`config.mk`:
```
export PLATFORM = sky130hd
export DESIGN_NAME = tchpc_hash
export DESIGN_NICKNAME = d
export VERILOG_FILES = /design/src/rtl/core/tchpc_pkg.sv /design/src/rtl/core/tchpc_hash.sv
export SDC_FILE = /design/constraint.sdc
export NUM_CORES = 2
export LEC_CHECK = 0
export ABC_CLOCK_PERIOD_IN_PS = 8200
export BUFFER_PORTS_ARGS = -buffer_cell sky130_fd_sc_hd__buf_4
export CAP_MARGIN = 20
export CORE_MARGIN = 2
export CORE_UTILIZATION = 46
export DETAILED_ROUTE_END_ITERATION = 12
export PLACE_DENSITY = 0.66
export SYNTH_ARGS = -nofsm -noshare
export SYNTH_HDL_FRONTEND = slang
export SYNTH_SLANG_ARGS = --single-unit
```
`constraint.sdc`:
```
create_clock -name i_clk -period 8.2 [get_ports i_clk]
set_clock_uncertainty 0.15 [all_clocks]
set_input_delay 0.82 -clock i_clk [delete_from_list [all_inputs] [get_ports i_clk]]
set_output_delay 0.82 -clock i_clk [all_outputs]
set_load 0.1 [all_outputs]
```
`src/rtl/core/tchpc_pkg.sv`:
```
// Package for the two-choice hash packet counter.
// Types, codes and the rotate helper of the MurmurHash3 rounds; no dependencies.
package tchpc_pkg;

    localparam int TABLE_DEPTH_DEF = 65536;
    localparam int KEY_W   = 32;
    localparam int CNT_W   = 32;
    localparam int IDX_W   = 16;
    localparam int TSIZE_W = 17;

    typedef enum logic [1:0] {
        OP_COUNT = 2'd0,
        OP_CLEAR = 2'd1,
        OP_READ  = 2'd2,
        OP_NONE  = 2'd3
    } t_op;

    typedef enum logic [2:0] {
        ST_HIT_ONE = 3'd0,
        ST_HIT_TWO = 3'd1,
        ST_NEW_ONE = 3'd2,
        ST_NEW_TWO = 3'd3,
        ST_DROPPED = 3'd4,
        ST_CLEARED = 3'd5,
        ST_READ    = 3'd6
    } t_status;

    localparam logic [1:0] CFG_SEED_ONE = 2'd0;
    localparam logic [1:0] CFG_SEED_TWO = 2'd1;
    localparam logic [1:0] CFG_TSIZE    = 2'd2;

    typedef enum logic [3:0] {
        S_IDLE,
        S_HASH,
        S_MOD,
        S_RDA,
        S_RDB,
        S_WAITB,
        S_DECIDE,
        S_CLEAR,
        S_RDX,
        S_RDXW,
        S_OUT
    } t_state;

    typedef struct packed {
        logic [2:0]  status;
        logic [15:0] slot_index;
        logic [31:0] slot_key;
        logic [31:0] slot_count;
    } t_result;

    typedef struct packed {
        logic        start;
        logic [31:0] key;
        logic [31:0] seed;
    } t_hash_req;

    function automatic logic [31:0] rotl(input logic [31:0] x, input int r);
        rotl = (x << r) | (x >> (32 - r));
    endfunction

endpackage

```
`src/rtl/core/tchpc_hash.sv`:
```
// MurmurHash3 x86_32 of one 4-byte key, one multiply per cycle.
// Depends on tchpc_pkg.
module tchpc_hash import tchpc_pkg::*; (
    input  logic        i_clk,
    input  logic        i_rst_n,
    input  t_hash_req   i_req,
    output logic        o_done,
    output logic [31:0] o_hash
);
    logic [2:0]  r_step, n_step;
    logic [31:0] r_k, n_k;
    logic [31:0] r_h, n_h;
    logic [31:0] r_seed, n_seed;
    logic        r_done, n_done;
    logic [31:0] w_h1;

    assign w_h1 = rotl(r_seed ^ r_k, 13);

    always_comb begin
        n_step = r_step;
        n_k    = r_k;
        n_h    = r_h;
        n_seed = r_seed;
        n_done = 1'b0;
        case (r_step)
            3'd0: if (i_req.start) begin
                n_k    = i_req.key * 32'hcc9e2d51;
                n_seed = i_req.seed;
                n_step = 3'd1;
            end
            3'd1: begin
                n_k    = rotl(r_k, 15) * 32'h1b873593;
                n_step = 3'd2;
            end
            3'd2: begin
                n_h    = (w_h1 * 32'd5 + 32'he6546b64) ^ 32'd4;
                n_step = 3'd3;
            end
            3'd3: begin
                n_h    = (r_h ^ (r_h >> 16)) * 32'h85ebca6b;
                n_step = 3'd4;
            end
            3'd4: begin
                n_h    = (r_h ^ (r_h >> 13)) * 32'hc2b2ae35;
                n_step = 3'd5;
            end
            3'd5: begin
                n_h    = r_h ^ (r_h >> 16);
                n_done = 1'b1;
                n_step = 3'd0;
            end
            default: n_step = 3'd0;
        endcase
    end

    always_ff @(posedge i_clk) begin
        if (!i_rst_n) begin
            r_step <= 3'd0;
            r_done <= 1'b0;
        end else begin
            r_step <= n_step;
            r_done <= n_done;
        end
        r_k    <= n_k;
        r_h    <= n_h;
        r_seed <= n_seed;
    end

    assign o_done = r_done;
    assign o_hash = r_h;
endmodule

```
* Word-level counts from Yosys, hierarchy flattened
Cells that the tools add are included.
Operators by class: multipliers 5, shifts and indexed selects 0, reduce and logical (&&, ||, !) cells 5, div/mod/pow operators 0, multiplexer cells 6, add/subtract/negate cells 1, equality and inequality tests 6, magnitude comparators 0, bitwise gates (word level) 6
Operators by type and width (number):
- 32-bit one-hot mux with 4 select lines | 1
- 32-bit by 31-bit multiplier with 32-bit output, second input constant | 2
- 32-bit one-hot mux with 2 select lines | 1
- 32-bit adder, second input constant | 1
- 32-bit by 29-bit multiplier with 32-bit output, second input constant | 1
- 32-bit by 3-bit multiplier with 32-bit output, second input constant | 1
- 32-bit by 32-bit multiplier with 32-bit output, second input constant | 1
- 32-bit two-way mux | 1
- 32-bit by 13-bit bitwise OR with 32-bit output | 1
- 32-bit by 15-bit bitwise OR with 32-bit output | 1
- 32-bit by 16-bit XOR with 32-bit output | 1
- 32-bit by 19-bit XOR with 32-bit output | 1
- 32-bit XOR | 1
- 3-bit one-hot mux with 5 select lines | 1
- 3-bit by 2-bit equality test with 1-bit output, second input constant | 2
- 3-bit equality test, second input constant | 2
- 2-bit AND reduction | 2
- 4-bit nonzero test | 1
- 3-bit by 1-bit equality test with 1-bit output, second input constant | 1
- 3-bit zero test | 1
- 3-bit two-way mux | 1
- 2-bit != test, second input constant | 1
- 2-bit nonzero test | 1
- 1-bit two-way mux | 1
- 1-bit NOT | 1
Storage, ports and cells: input port bits 67, bits in registers 100, memories 0, RAM bits 0, memory bits (read-only) 0, bits in latches 0

* Logic depth before layout (Yosys ltp)
word-level depth 6, depth in mapped cells 28, depth with buffers taken out 28

* Least setup slack after synthesis
Ideal clock, no wire load.
kind register -> register, start reg r_h[25], in the netlist o_hash[25], end reg r_h[28], in the netlist o_hash[28], data pin, period minus slack after synthesis 7.819 ns, library setup time 0.265 ns, data required time 7.785 ns, cell stages (with the launch flop) 27, path buffers 1, path slack 0.381 ns, data arrival time 7.404 ns, cells stage by stage edfxtp_1 buf_2 xor2_1 inv_1 fa_1 inv_1 fa_1 fa_1 inv_1 fa_1 inv_1 fa_1 fa_1 fa_1 inv_1 fa_1 inv_1 ha_1 nand3_1 nor2_1 inv_1 o22ai_1 a21oi_1 a211o_1 xnor2_1 a22oi_1 o21ai_0
Between the ends: longest elaborated chain between the ends 3, elaborated cells on any way between the ends 5
RTL lines:
- start: declaration | line tchpc_hash.sv:12 | logic [31:0] r_h, n_h;
- start signal: assignment | line tchpc_hash.sv:65 | r_h <= n_h;
- 32-bit by 19-bit XOR with 32-bit output or 32-bit by 16-bit XOR with 32-bit output (tied branches) | line tchpc_hash.sv:44, tchpc_hash.sv:40
- 32-bit by 31-bit multiplier with 32-bit output or 32-bit by 32-bit multiplier with 32-bit output (tied branches) | line tchpc_hash.sv:44, tchpc_hash.sv:40
- 32-bit one-hot mux with 4 select lines (*) | line tchpc_hash.sv:25 | case (r_step)
- via n_h[28] | line tchpc_hash.sv:12
The timed path passes the listed nets; every way through them passes the cells marked *. A chain may end at the register's enable or synchronous reset.

* Worst setup path after layout
start reg r_h[6], in the netlist o_hash[6], end reg r_h[30], in the netlist o_hash[30], data pin
Same word-level chain as after synthesis.

==> summary.md <==
| Metric | Value |
|---|---|
| Dpl cells | ~5300 |
| Clock Tree Root | clkbuf_16 |
| Ys flop type | edfxtp_1 |
| Setup_tns | 0 ns |
| Die height | about 300 um |
| DR vias | roughly 27000 |
| Final min period | between 7 and 8 ns |
| Worst Path Required | about 8.3 ns |
| WL final | ~110 mm |
| Tightest Hold Check Type | in -> reg |
| Antenna diodes | 0 |
| Synth top area cells | fa_1 37%, ha_1 25%, inv_1 12% |
| TritonCTS clock tree | yes |
| Clock Latency Late Sink | about 0.38 ns |
| Share of layout cells above drive strength 1 | under 10% |
| Largest net degree at the start of global routing | 37 |
| CTS max path bufs | 2 |
| Fraction of registers with async set/reset | 0% |
| Post-synth EDFFs | 96 |
| Slowest stage delay, CP | 0.54 ns |
| Avg Inst Size Synth | 9.96 um^2 |
| CP Class | reg -> reg |
| Final hold violation count | 0 |
| Placeable Area | about 0.085 mm^2 |
| GRT Total Usage | between 20% and 30% |
| #FFs+latches synth | 100 |
| Synth top area share | between 30% and 40% |
| Kind of cell adding the most delay to the critical path | adder cells |
| Sequential share of the synthesized area | 7.44% |
| CTS H-tree depth | 3 |
| Post-route non-filler standard cell count | 5280 |
| Hold buffers post-CTS | 0 |
| Worst hold stages | 1 |
| Number of cells on the critical path | 26 |
| Gp weighted congestion | 0.986 |
| CP bufs+invs | 7 |
| Worst relative slew slack | between 40% and 50% |
| Rows | roughly 110 |
| Post-route ant nets | 0 |
| Setup Viol. Count Final | 0 |
| Hpwl dp | between 100 and 150 mm |
| Drt pass-1 iters | 5 |
| Post-Syn Instances | 3997 |
| Chip Width | 298 um |
| Max FO, Critical Path | 4 |
| Fin crit share | 93.9% |
| YS warnings | 0 |
| Number of port buffers | 99 |
| Wire length per cell | 21.1 um |
| Area Overhead vs Synth | 6.86% |
| CP Capture Type | register |
| Yosys cell types | between 60 and 70 |
| Nets | 5732 |
| Sinks on Clock Net | 100 |
| Max Cap Viol | 0 |
| Slowest-stage cell, CP | fa_1 |
| Status | completed |
| Remaining Overflow, GRT | 0 |
| Mapped cell area | 0.0398 mm^2 |
| Avg Vias per Cell | 5.20 |
| Global-route wire length before repair | about 170 mm |
| CP Launch Type | register |
| Max Fclk | around 130 MHz |
| Post-synth net total | about 5600 |
| Total I/O pin count | 100 |
| Resized cells post-CTS | 0 |
| Initial antenna violation count | 2 |
| R2R cell count | 26 |
| Multi-input combinational cell area | roughly 0.032 mm^2 |
| CTS clk-pin slew, worst paths | 0.08 ns |
| Slew Viols, Final | 0 |
| Worst path arrival time | just under 8 ns |
| Register area | a little under 0.003 mm^2 |
| Worst Tran Pin Value | 0.860 ns |
| Post-CTS setup buffers | 0 |
| Die ar. | between 0.08 and 0.09 mm^2 |
| Fillers | about 8000 |
| # DRC | 0 |
| Area leader, netlist | fa_1 |
| Unrepaired setup endpoints after global routing | false |
| Vias in the first global route | between 20000 and 30000 |
| DR iter-0 viols | about 1800 |
| CTS Buf Count | 9 |
| Initial core utilization | between 40% and 50% |
cells in the final DEF (no fill, tap or decap), types with 6 or more instances in the layout:
cell type	n
a211o_1	7
a211oi_1	27
a21o_1	39
a21oi_1	115
a22oi_1	18
a31oi_1	26
and2_1	9
and3_1	7
buf_4	145
clkbuf_16	9
edfxtp_1	96
fa_1	744
ha_1	790
inv_1	1238
mux2i_1	8
nand2_1	113
nand2b_1	16
nand3_1	24
nand4_1	7
nor2_1	73
nor2b_1	7
nor3_1	29
nor3b_1	6
nor4_1	6
o211ai_1	18
o21a_1	17
o21ai_0	93
o21ai_1	8
o21bai_1	15
o221ai_1	8
o31ai_1	6
or3_1	10
xnor2_1	195
xor2_1	131
registers in the layout, summed over array words and instances, names as in the netlist:
| register | count |
|---|---|
| r_k | 32 |
| o_hash | 32 |
| o_done | 1 |
| r_seed | 32 |
| r_step | 3 |
path summary, 6_finish.rpt:
path / start / slack (ns) / to
setup / recovery: o_hash[6]$_DFFE_PP_ / 0.50 / o_hash[30]$_DFFE_PP_
hold reg to reg: r_step[2]$_SDFFE_PN0P_ / 0.61 / r_step[1]$_SDFFE_PN0P_
setup reg to reg: o_hash[6]$_DFFE_PP_ / 0.50 / o_hash[30]$_DFFE_PP_
hold / removal: i_req[21] / 0.46 / r_seed[21]$_DFFE_PP_
synthesized netlist by cell type (3+ instances only):
master,number
inv_1,1238
ha_1,790
fa_1,744
xnor2_1,195
xor2_1,131
a21oi_1,115
nand2_1,113
edfxtp_1,96
o21ai_0,93
nor2_1,74
a21o_1,39
nor3_1,29
a211oi_1,27
a31oi_1,26
nand3_1,24
clkbuf_1,19
a22oi_1,18
o211ai_1,18
o21a_1,17
nand2b_1,16
o21bai_1,15
or3_1,10
and2_1,9
and3_1,8
mux2i_1,8
o21ai_1,8
o221ai_1,8
a211o_1,7
nand4_1,7
nor2b_1,7
nor3b_1,6
nor4_1,6
o31ai_1,6
a31o_2,5
o22ai_1,5
or2_2,5
a2111oi_0,4
dfxtp_1,4
a21boi_0,3
and4_1,3
o31a_1,3
o31ai_2,3
cells by family after synthesis:
group | Yosys count | share of synthesized area (%)
buf+inv | 1260 | 11.9
compound gates | 444 | 7.22
flops | 100 | 7.44
mux | 8 | 0.201
simple gates | 325 | 3.86
xor+xnor | 326 | 7.17
fa+ha+maj | 1534 | 62.2
area by class of cell:
class	instances	share of cell area (%)
multi-input combinational	2637	75.5
inverter	1238	10.9
sequential	100	6.96
tap	1144	3.36
timing repair buffer	145	2.56
clock buffer	9	0.529
clock inverter	7	0.162
per-layer routing:
layer  vias up  track usage, %  wire [um]
li1      12700               -          -
met1     13700            34.8      48400
met2       813            43.8      53200
met3       145            3.67       6470
met4         4            6.38       3160
met5         -               0         33
per-stage QoR:
step                      hold slack [ns]  setup slack (ns)  util, %  area, um^2
after CTS                           0.446             0.563     49.8       42600
after detailed placement            0.573             0.568     49.5       42300
final                               0.460             0.499     49.8       42600
after global placement              0.561             0.674     49.5       42300
after global routing                0.447             0.170     49.8       42600
after floorplan                     0.565             0.381        -       39800
Power is left out: the tool's default activity adds up to more than one toggle a clock period on the data nets, which glitch-free logic cannot reach.
