$ cat config.mk
export PLATFORM = sky130hd
export DESIGN_NAME = tchpc_mod
export DESIGN_NICKNAME = d
export VERILOG_FILES = /design/src/rtl/core/tchpc_pkg.sv /design/src/rtl/core/tchpc_mod.sv
export SDC_FILE = /design/constraint.sdc
export NUM_CORES = 1
export LEC_CHECK = 0
export ABC_AREA = 1
export ABC_CLOCK_PERIOD_IN_PS = 5900
export BUFFER_PORTS_ARGS = -buffer_cell sky130_fd_sc_hd__buf_4
export CAP_MARGIN = 25
export CORE_ASPECT_RATIO = 1.25
export CORE_MARGIN = 3
export CORE_UTILIZATION = 50
export CTS_CLUSTER_DIAMETER = 80
export CTS_CLUSTER_SIZE = 24
export DETAILED_ROUTE_END_ITERATION = 16
export PLACE_DENSITY = 0.74
export SYNTH_ARGS = -nofsm -noshare
export SYNTH_HDL_FRONTEND = slang
export SYNTH_SLANG_ARGS = --single-unit
export TNS_END_PERCENT = 50
$ cat constraint.sdc
create_clock -name i_clk -period 5.9 [get_ports i_clk]
set_input_delay 0.885 -clock i_clk [delete_from_list [all_inputs] [get_ports i_clk]]
set_output_delay 0.885 -clock i_clk [all_outputs]
set_load 0.02 [all_outputs]
$ cat src/rtl/core/tchpc_pkg.sv
// Package for the two-choice hash packet counter.
// Types, codes and the rotate helper of the MurmurHash3 rounds; no dependencies.
package tchpc_pkg;

    localparam int TABLE_DEPTH_DEF = 65536;
    localparam int KEY_W   = 32;
    localparam int CNT_W   = 32;
    localparam int IDX_W   = 16;
    localparam int TSIZE_W = 17;

    typedef enum logic [1:0] {
        OP_COUNT = 2'd0,
        OP_CLEAR = 2'd1,
        OP_READ  = 2'd2,
        OP_NONE  = 2'd3
    } t_op;

    typedef enum logic [2:0] {
        ST_HIT_ONE = 3'd0,
        ST_HIT_TWO = 3'd1,
        ST_NEW_ONE = 3'd2,
        ST_NEW_TWO = 3'd3,
        ST_DROPPED = 3'd4,
        ST_CLEARED = 3'd5,
        ST_READ    = 3'd6
    } t_status;

    localparam logic [1:0] CFG_SEED_ONE = 2'd0;
    localparam logic [1:0] CFG_SEED_TWO = 2'd1;
    localparam logic [1:0] CFG_TSIZE    = 2'd2;

    typedef enum logic [3:0] {
        S_IDLE,
        S_HASH,
        S_MOD,
        S_RDA,
        S_RDB,
        S_WAITB,
        S_DECIDE,
        S_CLEAR,
        S_RDX,
        S_RDXW,
        S_OUT
    } t_state;

    typedef struct packed {
        logic [2:0]  status;
        logic [15:0] slot_index;
        logic [31:0] slot_key;
        logic [31:0] slot_count;
    } t_result;

    typedef struct packed {
        logic        start;
        logic [31:0] key;
        logic [31:0] seed;
    } t_hash_req;

    function automatic logic [31:0] rotl(input logic [31:0] x, input int r);
        rotl = (x << r) | (x >> (32 - r));
    endfunction

endpackage

$ cat src/rtl/core/tchpc_mod.sv
// Restoring remainder of a 32-bit value by the slot count, one bit a cycle.
// Depends on tchpc_pkg.
module tchpc_mod import tchpc_pkg::*; #(
    parameter int DIV_W = 21
) (
    input  logic             i_clk,
    input  logic             i_rst_n,
    input  logic             i_start,
    input  logic [31:0]      i_num,
    input  logic [DIV_W-1:0] i_div,
    output logic             o_done,
    output logic [DIV_W-1:0] o_rem
);
    logic [31:0]      r_num;
    logic [DIV_W:0]   r_rem;
    logic [5:0]       r_cnt;
    logic             r_busy;
    logic             r_done;
    logic [DIV_W:0]   w_sh;

    assign w_sh = {r_rem[DIV_W-1:0], r_num[31]};

    always_ff @(posedge i_clk) begin
        if (!i_rst_n) begin
            r_busy <= 1'b0;
            r_done <= 1'b0;
            r_cnt  <= '0;
        end else begin
            r_done <= 1'b0;
            if (i_start) begin
                r_busy <= 1'b1;
                r_cnt  <= 6'd0;
                r_num  <= i_num;
                r_rem  <= '0;
            end else if (r_busy) begin
                r_num <= r_num << 1;
                if (w_sh >= {1'b0, i_div}) r_rem <= w_sh - {1'b0, i_div};
                else r_rem <= w_sh;
                r_cnt <= r_cnt + 6'd1;
                if (r_cnt == 6'd31) begin
                    r_busy <= 1'b0;
                    r_done <= 1'b1;
                end
            end
        end
    end

    assign o_done = r_done;
    assign o_rem  = r_rem[DIV_W-1:0];
endmodule

### After elaboration in Yosys (flattened, before gate mapping)

Cells that the tools add are included.

| word-level totals | value |
|---|---|
| register bits after elaboration | 61 |
| input bits | 56 |
| output and inout bits | 22 |

| cells by class | value |
|---|---|
| $add $sub $neg | 2 |
| magnitude comparators | 1 |
| eq/ne operators | 1 |
| muxes and demuxes | 8 |
| bitwise gates (word level) | 2 |
| reduce and logical (&&, ||, !) cells | 4 |

Operators by type and width:

| cell | number |
|---|---|
| $mux W32 | 2 |
| $mux W21 | 2 |
| $ge A22 B21 Y1 | 1 |
| $sub A21 B21 Y21 | 1 |
| $add A6 B1 Y6 const B | 1 |
| $eq A6 B5 Y1 const B | 1 |
| $mux W1 | 4 |
| $reduce_or A3 Y1 | 1 |
| $not A1 Y1 | 2 |
| $reduce_and A2 Y1 | 1 |
| $reduce_bool A2 Y1 | 1 |
| $reduce_or A2 Y1 | 1 |

### Logic depth before layout (Yosys ltp)

| logic depth | value |
|---|---|
| word-level depth | 4 |
| gate-level depth with buffers | 16 |

### Least setup slack after synthesis

No wires, ideal clock.

| timing path | value |
|---|---|
| path type | input-to-reg |
| start point | in i_start |
| end point | reg r_busy |
| setup time | 0.071 ns |
| data arrival time | 4.412 ns |
| path slack | 1.417 ns |
| stages on the path | 5 |
| path buffers | 1 |
| cells stage by stage | clkbuf_1 clkinv_1 a21oi_1 o21ai_0 inv_1 |

| on the way | value |
|---|---|
| longest elaborated chain between the ends | 1 |

RTL lines:

| item | line | source |
|---|---|---|
| start: declaration | tchpc_mod.sv:8 | `input logic i_start,` |
| $mux W1 | tchpc_mod.sv:30 | `if (i_start) begin` |
| end signal: assignment | tchpc_mod.sv:25 | `r_busy <= 1'b0;` |
| end signal: assignment | tchpc_mod.sv:31 | `r_busy <= 1'b1;` |
| end signal: assignment | tchpc_mod.sv:41 | `r_busy <= 1'b0;` |
| end: declaration | tchpc_mod.sv:17 | `logic r_busy;` |

Every way passes these cells.
A chain may end at the register's enable or synchronous reset.

### Worst setup path in the final report

| timing path | value |
|---|---|
| start point | in i_div[0] |
| end point | reg r_rem[0], data pin |

| on the way | value |
|---|---|
| longest elaborated chain between the ends | 3 |
| elaborated cells between the ends (all ways) | 4 |
| classes of those cells | add/sub (1); order compare (1); mux (2) |

RTL lines:

| item | line | source |
|---|---|---|
| start: declaration | tchpc_mod.sv:10 | `input logic [DIV_W-1:0] i_div,` |
| $sub A21 B21 Y21 / $ge A22 B21 Y1 (equally long branches) | tchpc_mod.sv:37 | `if (w_sh >= {1'b0, i_div}) r_rem <= w_sh - {1'b0, i_div};` |
| $mux W21 (*) | tchpc_mod.sv:37 |  |
| $mux W21 (*) | tchpc_mod.sv:35 | `end else if (r_busy) begin` |
| end signal: assignment | tchpc_mod.sv:37 |  |
| end signal: assignment | tchpc_mod.sv:38 | `else r_rem <= w_sh;` |
| end: declaration | tchpc_mod.sv:15 | `logic [DIV_W:0] r_rem;` |

Every way passes the cells marked *; elsewhere a longest branch is shown, timed or not. The select of a mux whose other input is x is not followed.

==> flow_metrics.env <==
export IMPL_area_growth_pct=19.1
export IMPL_hp_class="reg2reg"
export IMPL_drive_above_1_share_pct=18.9
export IMPL_hpwl_um=7430
export IMPL_fin_crit_sh_pct=43.2
export IMPL_path_class="in2reg"
export IMPL_antenna_cells=0
export IMPL_grt_overflow=0
export IMPL_seq_power_share_pct=41.7
export IMPL_finalNonFillerCells=774
export IMPL_dpl_cell_count=759
export IMPL_antenna_found_initial=0
export IMPL_die_x_um=89.1
export IMPL_postCtsSetupRepairBufs=0
export IMPL_synth_top_cell_area_share_pct=36.8
export IMPL_grt_setup_unrepaired="false"
export IMPL_required_ns=6.10
export IMPL_post_cts_resized=0
export IMPL_status="finished clean"
export IMPL_clk_latency_ns=0.34
export IMPL_fp_dieH_um=110
export IMPL_core_area_um2=8330
export IMPL_dieArea_um2=9800
export IMPL_grt_pass1_wl_um=16100
export IMPL_path_clk_slew_ns=0.07
export IMPL_root_buffer="clkbuf_8"
export IMPL_report_final_hold_viol_count=0
export IMPL_cts_num_sinks=61
export IMPL_cts_htree_levels=3
export IMPL_path_delay_family="simple AND/OR/NAND/NOR gates"
export IMPL_vias=3902
export IMPL_worst_path_buf_inv=3
export IMPL_crit_chain="buf_4, ha_1, inv_1, fa_1, nand2_1, nand2_1, nand3_2, nand2_2, nand2_1, nand2_2, nand2_4, nand2_8, inv_4, nor2_1, nor2_1"
export IMPL_synth_seq_area_share_pct=40.5
export IMPL_firstDrtPassIters=5
export IMPL_p_clk_share_pct=28.6
export IMPL_hold_worst_slack_ns=0.504
export IMPL_fmax_mhz=392
export IMPL_fin_area_um2=5140
export IMPL_gp_congestion=0.928
export IMPL_port_buffers=77
export IMPL_nets=752
export IMPL_swShare_pct=33.3
export IMPL_synthesis_nets=675
export IMPL_p_leak_nw=2.67
export IMPL_grt_pass1_vias=3650
export IMPL_setup_worst_path_end_class="flip-flop"
export IMPL_place_area_um2=4960
export IMPL_pwr_share_comb_pct=29.7
export IMPL_worst_pin_slew_ns=0.685
export IMPL_cts_buffers=9
export IMPL_cp_max_fo=23
export IMPL_internal_power_uw=844
export IMPL_cpMostUsedCell="nand2_1"
export IMPL_drt_iter0_drc=182
export IMPL_initial_core_util_pct=51.8
export IMPL_synth_area_top_cells="edfxtp_1 (37%), nand2_1 (20%), inv_1 (7.6%)"
export IMPL_syn_cell_area_um2=4320
export IMPL_num_rows=37
export IMPL_cts_tree="built"
export IMPL_wl_um=9910
export IMPL_vias_per_cell=5.04
export IMPL_critical_path_max_stage_delay_ns=0.42
export IMPL_total_power_mw=1.27
export IMPL_cp_arrival_ns=2.75
export IMPL_drtAntennaViolNets=0
export IMPL_critPathSlowestCell="fa_1"
export IMPL_syn_inst=596
export IMPL_synth_seq_cells=61
export IMPL_power_density_nw_per_um2=246
export IMPL_maxCapViolCount=0
export IMPL_ys_warn_count=0
export IMPL_synth_distinct_cells=38
export IMPL_grt_usage_pct=21.1
export IMPL_switching_power_uw=422
export IMPL_min_period_ns=2.55
export IMPL_ir_drop_uv=172
export IMPL_tns_ns=0
export IMPL_max_slew_margin_pct=54.3
export IMPL_setup_viol_count_final=0
export IMPL_yosys_area_top_type="edfxtp_1"
export IMPL_maxSlewViolCount=0
export IMPL_hold_buffers=0
export IMPL_avgSynthCellArea_um2=7.25
export IMPL_worstSetupStartpointType="input port"
export IMPL_clock_skew_ns=0.0102
export IMPL_wl_per_cell_um=12.8
export IMPL_io_pins=78
export IMPL_clk_path_buf_depth=2
export IMPL_grt_max_degree=55
export IMPL_drc=0
## synth_stat cells
library cell	instances
a21o_1	1
a21oi_1	21
a21oi_2	1
a31oi_1	1
and2_1	1
buf_1	1
buf_12	1
buf_2	1
buf_6	2
clkbuf_1	8
clkinv_1	2
dfxtp_1	8
edfxtp_1	53
fa_1	1
ha_1	22
inv_1	88
inv_2	6
inv_4	1
nand2_1	232
nand2_2	7
nand2_4	1
nand2_8	1
nand3_1	17
nand3_2	1
nand3b_1	8
nand4_1	4
nor2_1	53
nor2_2	13
nor2_4	1
nor2_8	1
nor3_1	10
nor3b_1	1
nor4_4	1
o21ai_0	1
o21ai_1	11
o21bai_1	2
or2_1	2
xor2_1	10
## cells in the final DEF (no fill, tap or decap), drive strengths merged
cell type | synthesis | routed
nand2 | 241 | 241
inv | 95 | 95
buf | 5 | 79
nor2 | 68 | 68
edfxtp | 53 | 53
ha | 22 | 22
a21oi | 22 | 22
nand3 | 18 | 18
o21ai | 12 | 12
xor2 | 10 | 10
nor3 | 10 | 10
clkbuf | 8 | 10
nand3b | 8 | 8
dfxtp | 8 | 8
clkinv | 2 | 5
nand4 | 4 | 4
or2 | 2 | 2
o21bai | 2 | 2
nor4 | 1 | 1
a21o | 1 | 1
and2 | 1 | 1
a31oi | 1 | 1
nor3b | 1 | 1
fa | 1 | 1
clkinvlp | 0 | 1
bufinv | 0 | 1
## through the flow
stage               setup slack (ns)  util, %
floorplan                       1.42        -
CTS                             3.36     61.7
detailed placement              3.01     59.6
global placement                3.09     59.6
finish                          3.35     61.7
global route                    3.21     61.7
## worst min-delay path, stage by stage, from the launching register on
cell and delay, ns:
edfxtp_1 0.32, nand2_1 0.05, nand2_1 0.04
## registers in the layout, indices dropped and copies added (netlist names)
| name | count |
|---|---|
| r_num | 32 |
| r_rem | 21 |
| r_cnt | 6 |
| o_done | 1 |
| r_busy | 1 |
## routing by layer
metal / part of all wire (%) / global-route usage, % / vias up
li1: - / - / 2010
met1: 42 / 25.6 / 1765
met2: 51 / 36.3 / 108
met3: 4.6 / 4.05 / 19
met4: 2.1 / 8.51 / 0
met5: 0 / 0 / -
## final cells by class
type	instances	area [um^2]
multi-input cells	425	2130
flip-flops and latches	61	1750
clock inverters	5	52.6
well taps	97	121
repair buffers	79	593
fillers	766	3190
clock buffers	10	128
inverters	97	367
## cell families after synthesis
kind of cell / share of synthesized area, %
AO/OA/AOI/OAI: 4.69
flip-flops: 40.5
buffers and inverters: 10.4
adder cells (fa/ha/maj): 6.83
XOR/XNOR: 2.03
AND/OR/NAND/NOR: 35.5
## power groups by stage
stage	Combinational [mW]	Sequential [mW]	Clock, mW
after CTS	0.376	0.529	0.367
after floorplan	0.256	0.551	0
after detailed placement	0.373	0.538	0
after global placement	0.368	0.537	0
final	0.376	0.528	0.362
after global routing	0.425	0.532	0.385
## final timing paths
check             cells past startpoint        end  startpoint  slack (ns)
setup / recovery                     15   r_rem[0]    i_div[0]        3.35
hold reg to reg                       2  r_num[31]   r_num[30]        0.50
hold / removal                        2  r_num[31]   r_num[30]        0.50
setup reg to reg                     15   r_rem[0]   r_num[31]        3.49
Power figures use the tool's default switching activity.
